<file path="src/rtl/mgt_pkg.sv">
// Shared types and codes for the multiset gcd tracker.
package mgt_pkg;

  // Operation codes carried on the input tuser.
  localparam logic [1:0] OP_QUERY  = 2'd0;
  localparam logic [1:0] OP_INSERT = 2'd1;
  localparam logic [1:0] OP_REMOVE = 2'd2;

  // Commands from the controller to the datapath.
  typedef struct packed {
    logic clr_step;   // clear one entry of both stores
    logic load;       // capture the incoming word
    logic cnt_rd;     // read the copy count of the captured value
    logic cnt_eval;   // update the count and, on a leaf change, the leaf
    logic sib_rd;     // read the sibling of the current tree node
    logic gcd_start;  // start the gcd of current node and sibling
    logic node_up;    // write the gcd into the parent and climb one level
    logic out_load;   // load the result register
  } mgt_cmd_t;

  // Status from the datapath to the controller.
  typedef struct packed {
    logic clr_last;     // clearing pass is at its last entry
    logic is_update;    // captured operation is an insert or a remove
    logic leaf_change;  // count crossed between zero and one
    logic gcd_done;     // gcd unit has its result this cycle
    logic at_top;       // parent of the current node is the root
  } mgt_sts_t;

endpackage

</file>
<file path="src/rtl/mgt_ctrl.sv">
// Controller state machine sequencing clear pass, count update and tree walk.
module mgt_ctrl (
  input  logic              clk_i,
  input  logic              rst_ni,
  input  logic              in_valid_i,
  output logic              in_ready_o,
  output logic              out_valid_o,
  input  logic              out_ready_i,
  output mgt_pkg::mgt_cmd_t cmd_o,
  input  mgt_pkg::mgt_sts_t sts_i
);

  typedef enum logic [2:0] {
    ST_CLEAR,
    ST_IDLE,
    ST_CNT_RD,
    ST_CNT_EVAL,
    ST_SIB_RD,
    ST_GCD_START,
    ST_GCD_RUN,
    ST_OUT
  } state_e;

  state_e state_q;
  logic   m_valid_q;
  logic   out_free;

  assign out_free    = !m_valid_q || out_ready_i;
  assign in_ready_o  = (state_q == ST_IDLE);
  assign out_valid_o = m_valid_q;

  always_comb begin
    cmd_o           = '0;
    cmd_o.clr_step  = (state_q == ST_CLEAR);
    cmd_o.load      = (state_q == ST_IDLE) && in_valid_i;
    cmd_o.cnt_rd    = (state_q == ST_CNT_RD);
    cmd_o.cnt_eval  = (state_q == ST_CNT_EVAL);
    cmd_o.sib_rd    = (state_q == ST_SIB_RD);
    cmd_o.gcd_start = (state_q == ST_GCD_START);
    cmd_o.node_up   = (state_q == ST_GCD_RUN) && sts_i.gcd_done;
    cmd_o.out_load  = (state_q == ST_OUT) && out_free;
  end

  always_ff @(posedge clk_i or negedge rst_ni) begin
    if (!rst_ni) begin
      state_q   <= ST_CLEAR;
      m_valid_q <= 1'b0;
    end else begin
      if (cmd_o.out_load) begin
        m_valid_q <= 1'b1;
      end else if (out_ready_i) begin
        m_valid_q <= 1'b0;
      end
      unique case (state_q)
        ST_CLEAR: begin
          if (sts_i.clr_last) state_q <= ST_IDLE;
        end
        ST_IDLE: begin
          if (in_valid_i) state_q <= ST_CNT_RD;
        end
        ST_CNT_RD: begin
          state_q <= sts_i.is_update ? ST_CNT_EVAL : ST_OUT;
        end
        ST_CNT_EVAL: begin
          state_q <= sts_i.leaf_change ? ST_SIB_RD : ST_OUT;
        end
        ST_SIB_RD: begin
          state_q <= ST_GCD_START;
        end
        ST_GCD_START: begin
          state_q <= ST_GCD_RUN;
        end
        ST_GCD_RUN: begin
          if (sts_i.gcd_done) state_q <= sts_i.at_top ? ST_OUT : ST_SIB_RD;
        end
        ST_OUT: begin
          if (out_free) state_q <= ST_IDLE;
        end
        default: begin
          state_q <= ST_IDLE;
        end
      endcase
    end
  end

  // Climbing a level only happens on a finished gcd.
  a_up_on_done: assert property (@(posedge clk_i) disable iff (!rst_ni)
    cmd_o.node_up |-> sts_i.gcd_done)
    else $error("tree node written before gcd finished");

  // The gcd unit only reports a result while the walk waits for it.
  a_done_in_run: assert property (@(posedge clk_i) disable iff (!rst_ni)
    sts_i.gcd_done |-> (state_q == ST_GCD_RUN))
    else $error("gcd result outside the tree walk");

  // A new result word only follows the output state.
  a_out_from_out: assert property (@(posedge clk_i) disable iff (!rst_ni)
    $rose(m_valid_q) |-> $past(state_q == ST_OUT))
    else $error("result word raised outside output state");

endmodule

</file>
<file path="config.mk">
export PLATFORM = sky130hd
export DESIGN_NAME = mgt_ctrl
export DESIGN_NICKNAME = d
export VERILOG_FILES = /design/src/rtl/mgt_pkg.sv /design/src/rtl/mgt_ctrl.sv
export SDC_FILE = /design/constraint.sdc
export NUM_CORES = 1
export LEC_CHECK = 0
export BUFFER_PORTS_ARGS = -buffer_cell sky130_fd_sc_hd__buf_4
export CORE_AREA = 2 2 39 41
export DETAILED_ROUTE_END_ITERATION = 8
export DIE_AREA = 0 0 41 43
export PLACE_DENSITY_LB_ADDON = 0.1
export SETUP_SLACK_MARGIN = 0.05
export SYNTH_ARGS = -nofsm -noshare
export SYNTH_HDL_FRONTEND = slang
export SYNTH_SLANG_ARGS = --single-unit
</file>
<file path="constraint.sdc">
create_clock -name clk_i -period 1.4 [get_ports clk_i]
set_input_delay 0.14 -clock clk_i [delete_from_list [all_inputs] [get_ports clk_i]]
set_output_delay 0.14 -clock clk_i [all_outputs]
set_load 0.03 [all_outputs]
</file>
Word level (Yosys, flattened, before mapping)
Index checks and enable logic that the tools add are counted.

Output and inout port bits: 10. Register bits after elaboration: 4. Bits of input ports: 9. Word-level logic and storage cells: 31.

Reductions and logical operators: 8. Eq/ne operators: 11. Muxes and demuxes: 10.

Operators by type and width (count): 3-bit case mux with 8 select lines (1); 3-bit two-way mux (5); 3-bit == test (second input constant) (4); 3-bit by 2-bit == test with 1-bit output (second input constant) (2); 2-bit inequality test (second input constant) (3); 2-bit two-way mux (2); 4-bit AND reduction (1); 3-bit by 1-bit == test with 1-bit output (second input constant) (1); 1-bit logical AND (3); 3-bit zero test (1); 1-bit two-way mux (2); 2-bit by 1-bit inequality test with 1-bit output (second input constant) (1); 2-bit nonzero test (1); 1-bit zero test (1); 1-bit logical OR (1).

Longest topological paths before layout
Word-level depth: 4. Gate-level depth with buffers: 4. Gate-level depth less buffers: 3.

Least setup slack after synthesis
OpenSTA, ideal clock, no wires.

Path type: flip-flop to output port. Start: reg state_q[1]. End: out cmd_o[6] (netlist bit). Setup slack: -0.253 ns. Path buffers: 1. Data required time: 1.260 ns. Arrival: 1.513 ns. Stages on the path, launching flop included: 5. Cell sequence: dfrtp_1 > buf_2 > nand2b_1 > nor2_1 > and2_1.

RTL lines: start, declared (RTL line mgt_ctrl.sv:24) `state_e state_q;`; start signal, assigned (RTL line mgt_ctrl.sv:62) `state_q <= sts_i.is_update ? ST_CNT_EVAL : ST_OUT;`; start signal, assigned (RTL line mgt_ctrl.sv:65) `state_q <= sts_i.leaf_change ? ST_SIB_RD : ST_OUT;`; start signal, assigned (RTL line mgt_ctrl.sv:74) `if (sts_i.gcd_done) state_q <= sts_i.at_top ? ST_OUT : ST_SIB_RD;`; end, declared (RTL line mgt_ctrl.sv:9) `output mgt_pkg::mgt_cmd_t cmd_o,`.

==> results.md <==
* Status: finished clean
* XOR/XNOR share of the synthesized area at 0%
* Die Span X at 41 microns
* Part of the power in combinational logic at 68.7%
* Sw Ratio at 47.0%
* Actual slew at the worst max-slew pin at 210 ps
* Fin crit period at 1330 ps
* ANT cells at 0
* Average cell area after synthesis at 7.15 sq um
* Max Slew Vio Count at 0
* CTS Buffer Depth at 2
* DRT Pass-1 Iters at 4
* Total CTS buffers at 3
* CP max FO at 6
* Clock latency on the worst-skew pair at 240 ps
* P_sw at 0.654 mW
* Critical Path Source Type: flip-flop
* Largest net degree at the start of global routing at 11
* Critical path arrival at 1190 ps
* Crit. End Element: output pin
* Reg area at 104 sq um
* 1st-iter DRT viols at 4
* Worst slew margin at 85.9%
* Synth Register Bits at 4
* Final Non-Filler Cells at 85
* Via density at 4.52
* # fillers at 148
* Drt wl/cell at 11.4 microns
* Cell internal pwr at 0.736 mW
* Setup slack, reg-to-reg at 120 ps
* Die Y at 43 microns
* Total power at 1.39 mW
* Fin crit share at 95.0%
* Share of layout cells above drive strength 1 at 59.4%
* # IOs at 19
* Area delta synth->final at 92.5%
* Sequential fraction of the synthesis area at 33.3%
* Portion of netlist area occupied by mux cells at 0%
* Min-Delay Path Class: in2reg
* Initial core utilization at 21.7%
* Post-synthesis adder-cell area fraction at 0%
* Clock root buffer: clkbuf_4
* Total number of vias at 384
* DRC viols at 0
* Simple-gate share of the synthesized area at 34.2%
* Worst vdd ir at 0.953 mV
* Maxcap violations at 0
* Slowest CP cell: dfrtp_2
* CP Cell Sequence: buf_4 > nor3_2 > buf_4
* Initial antenna violation count at 0
* Max Clock Freq at 752 MHz
* Critical path's most frequent cell: buf_4
* ANT nets after route at 0
* Cell Area, Synth at 300 sq um
* Leading cell type in the layout, fill and taps excluded: buf_4
* Required time worst endpoint at 1260 ps
* Row count at 14
* Placed instance count at 75
* Fin nets at 80
* Core Region at 1380 sq um
* WL final at 965 microns
* Synth Warn # at 0
* Family with the most delay on the worst path: flip-flops
* First-pass GRT wire length at 1.51 mm
* GPL Wtd Cong at 0.649
* CP Class: reg2out
* Worst path max stage delay at 430 ps
* Largest family of logic cells by synthesized area: simple AND/OR/NAND/NOR gates
* Final hold violation count at 0
* Skew final at 7.34 ps
* Syn Nets at 51
* Die area at 1760 sq um
* Hpwl dp at 664 microns
* Cell Pwr Density at 2410 nW/um^2
* H-tree level count at 1
* Hold Slack at 174 ps
* Most frequent cells in the layout: buf_4, nor2_1, nand2_1
* CTS tree: yes
* Footprint of the multi-input gates at 208 sq um
* Gr ovfl total at 0
* Setup TNS at 0 ps
* Final setup fails at 0
* CTS Sinks at 4
* RSZ-0062 raised after global routing: true
* Sequential Power Share at 21.0%
* Synth Area in Compound Gates at 24.2%
* Clock share of power at 10.3%
* Number of global-route vias before repair at 360
* Netlist cell types at 20
* Syn Inst Count at 42
* Combined buffer and inverter count along the critical path at 2
* Clock-pin slew on the worst setup and hold paths at 40 ps
* GRT Total Usage at 12.5%
* I/O Buffers at 18
* P_leak at 0.284 nW
[power by group through the flow]
stage | clock (mW) | combinational [mW] | sequential (mW)
finish | 0.144 | 0.956 | 0.291
global route | 0.155 | 1.05 | 0.303
CTS | 0.149 | 0.854 | 0.298
detailed placement | 0 | 0.754 | 0.297
global placement | 0 | 0.767 | 0.294
floorplan | 0 | 0.575 | 0.231
[through the flow]
stage	instance area, sq um	util, %	setup WS, ps
after floorplan	319	-	46.6
after global placement	472	34.1	92.2
after detailed placement	472	34.1	116
after CTS	538	38.9	39.4
after global routing	578	41.8	25.4
final	578	41.8	69.7
[sequential cells by signal, indices dropped and copies added, names as in the netlist]
| name | cells |
|---|---|
| out_valid_o | 1 |
| state_q | 3 |
[tightest hold or removal path: stages]
cell and delay, ps:
buf_4 90, o211ai_1 70, o221ai_1 70
[metal layers]
layer	global-route usage [%]	vias to the layer above	wire length, microns
met5	0	-	0
met4	0	0	0
met3	6.28	0	64
met2	17.8	15	453
met1	17.8	172	447
li1	-	197	-
[cell type report]
| cell class | instances | share of cell area [%] |
|---|---|---|
| Inverter | 2 | 1.30 |
| Multi-Input combinational cell | 33 | 35.9 |
| Tap cell | 16 | 3.46 |
| Clock buffer | 3 | 3.90 |
| Sequential cell | 4 | 18.0 |
| Timing Repair Buffer | 27 | 37.4 |
[synth_stat cells, drive strengths merged]
library cell  count  area, sq um
a31o              1         8.76
nor2b             2         12.5
and2              1         6.26
a211o             1         8.76
o22ai             1         6.26
o211ai            1         7.51
nand3             1         5.00
o21ai             2         10.0
buf               3         17.5
a21oi             3         15.0
nor2              8         30.0
dfrtp             4          100
nand2b            3         18.8
o221ai            1         8.76
inv               2         7.50
nand2             4         15.0
o21bai            1         7.51
nor3              3         15.0
[final timing paths]
check,start,to,depth (start not counted)
worst max-delay path,state_q[1],cmd_o[7],3
worst min-delay path,sts_i[0],state_q[1],3
worst max register to register,state_q[0],state_q[0],5
min in group asynchronous,rst_ni,out_valid_o,2
worst min register to register,state_q[1],out_valid_o,2
max in group asynchronous,rst_ni,state_q[2],2
[logic make-up after synthesis]
kind of cell,count (synthesis)
AO/OA/AOI/OAI,11
buffers and inverters,5
flip-flops,4
AND/OR/NAND/NOR,22
[what timing repair did]
action / in CTS / in global routing
hold endpoints to repair: 4 / 0
buffers inserted: 3 / 3
hold buffers: 1 / 0
endpoints found under the setup margin: 9 / 7
gates resized for setup: 4 / 6
(Power assumes the default switching activity.)
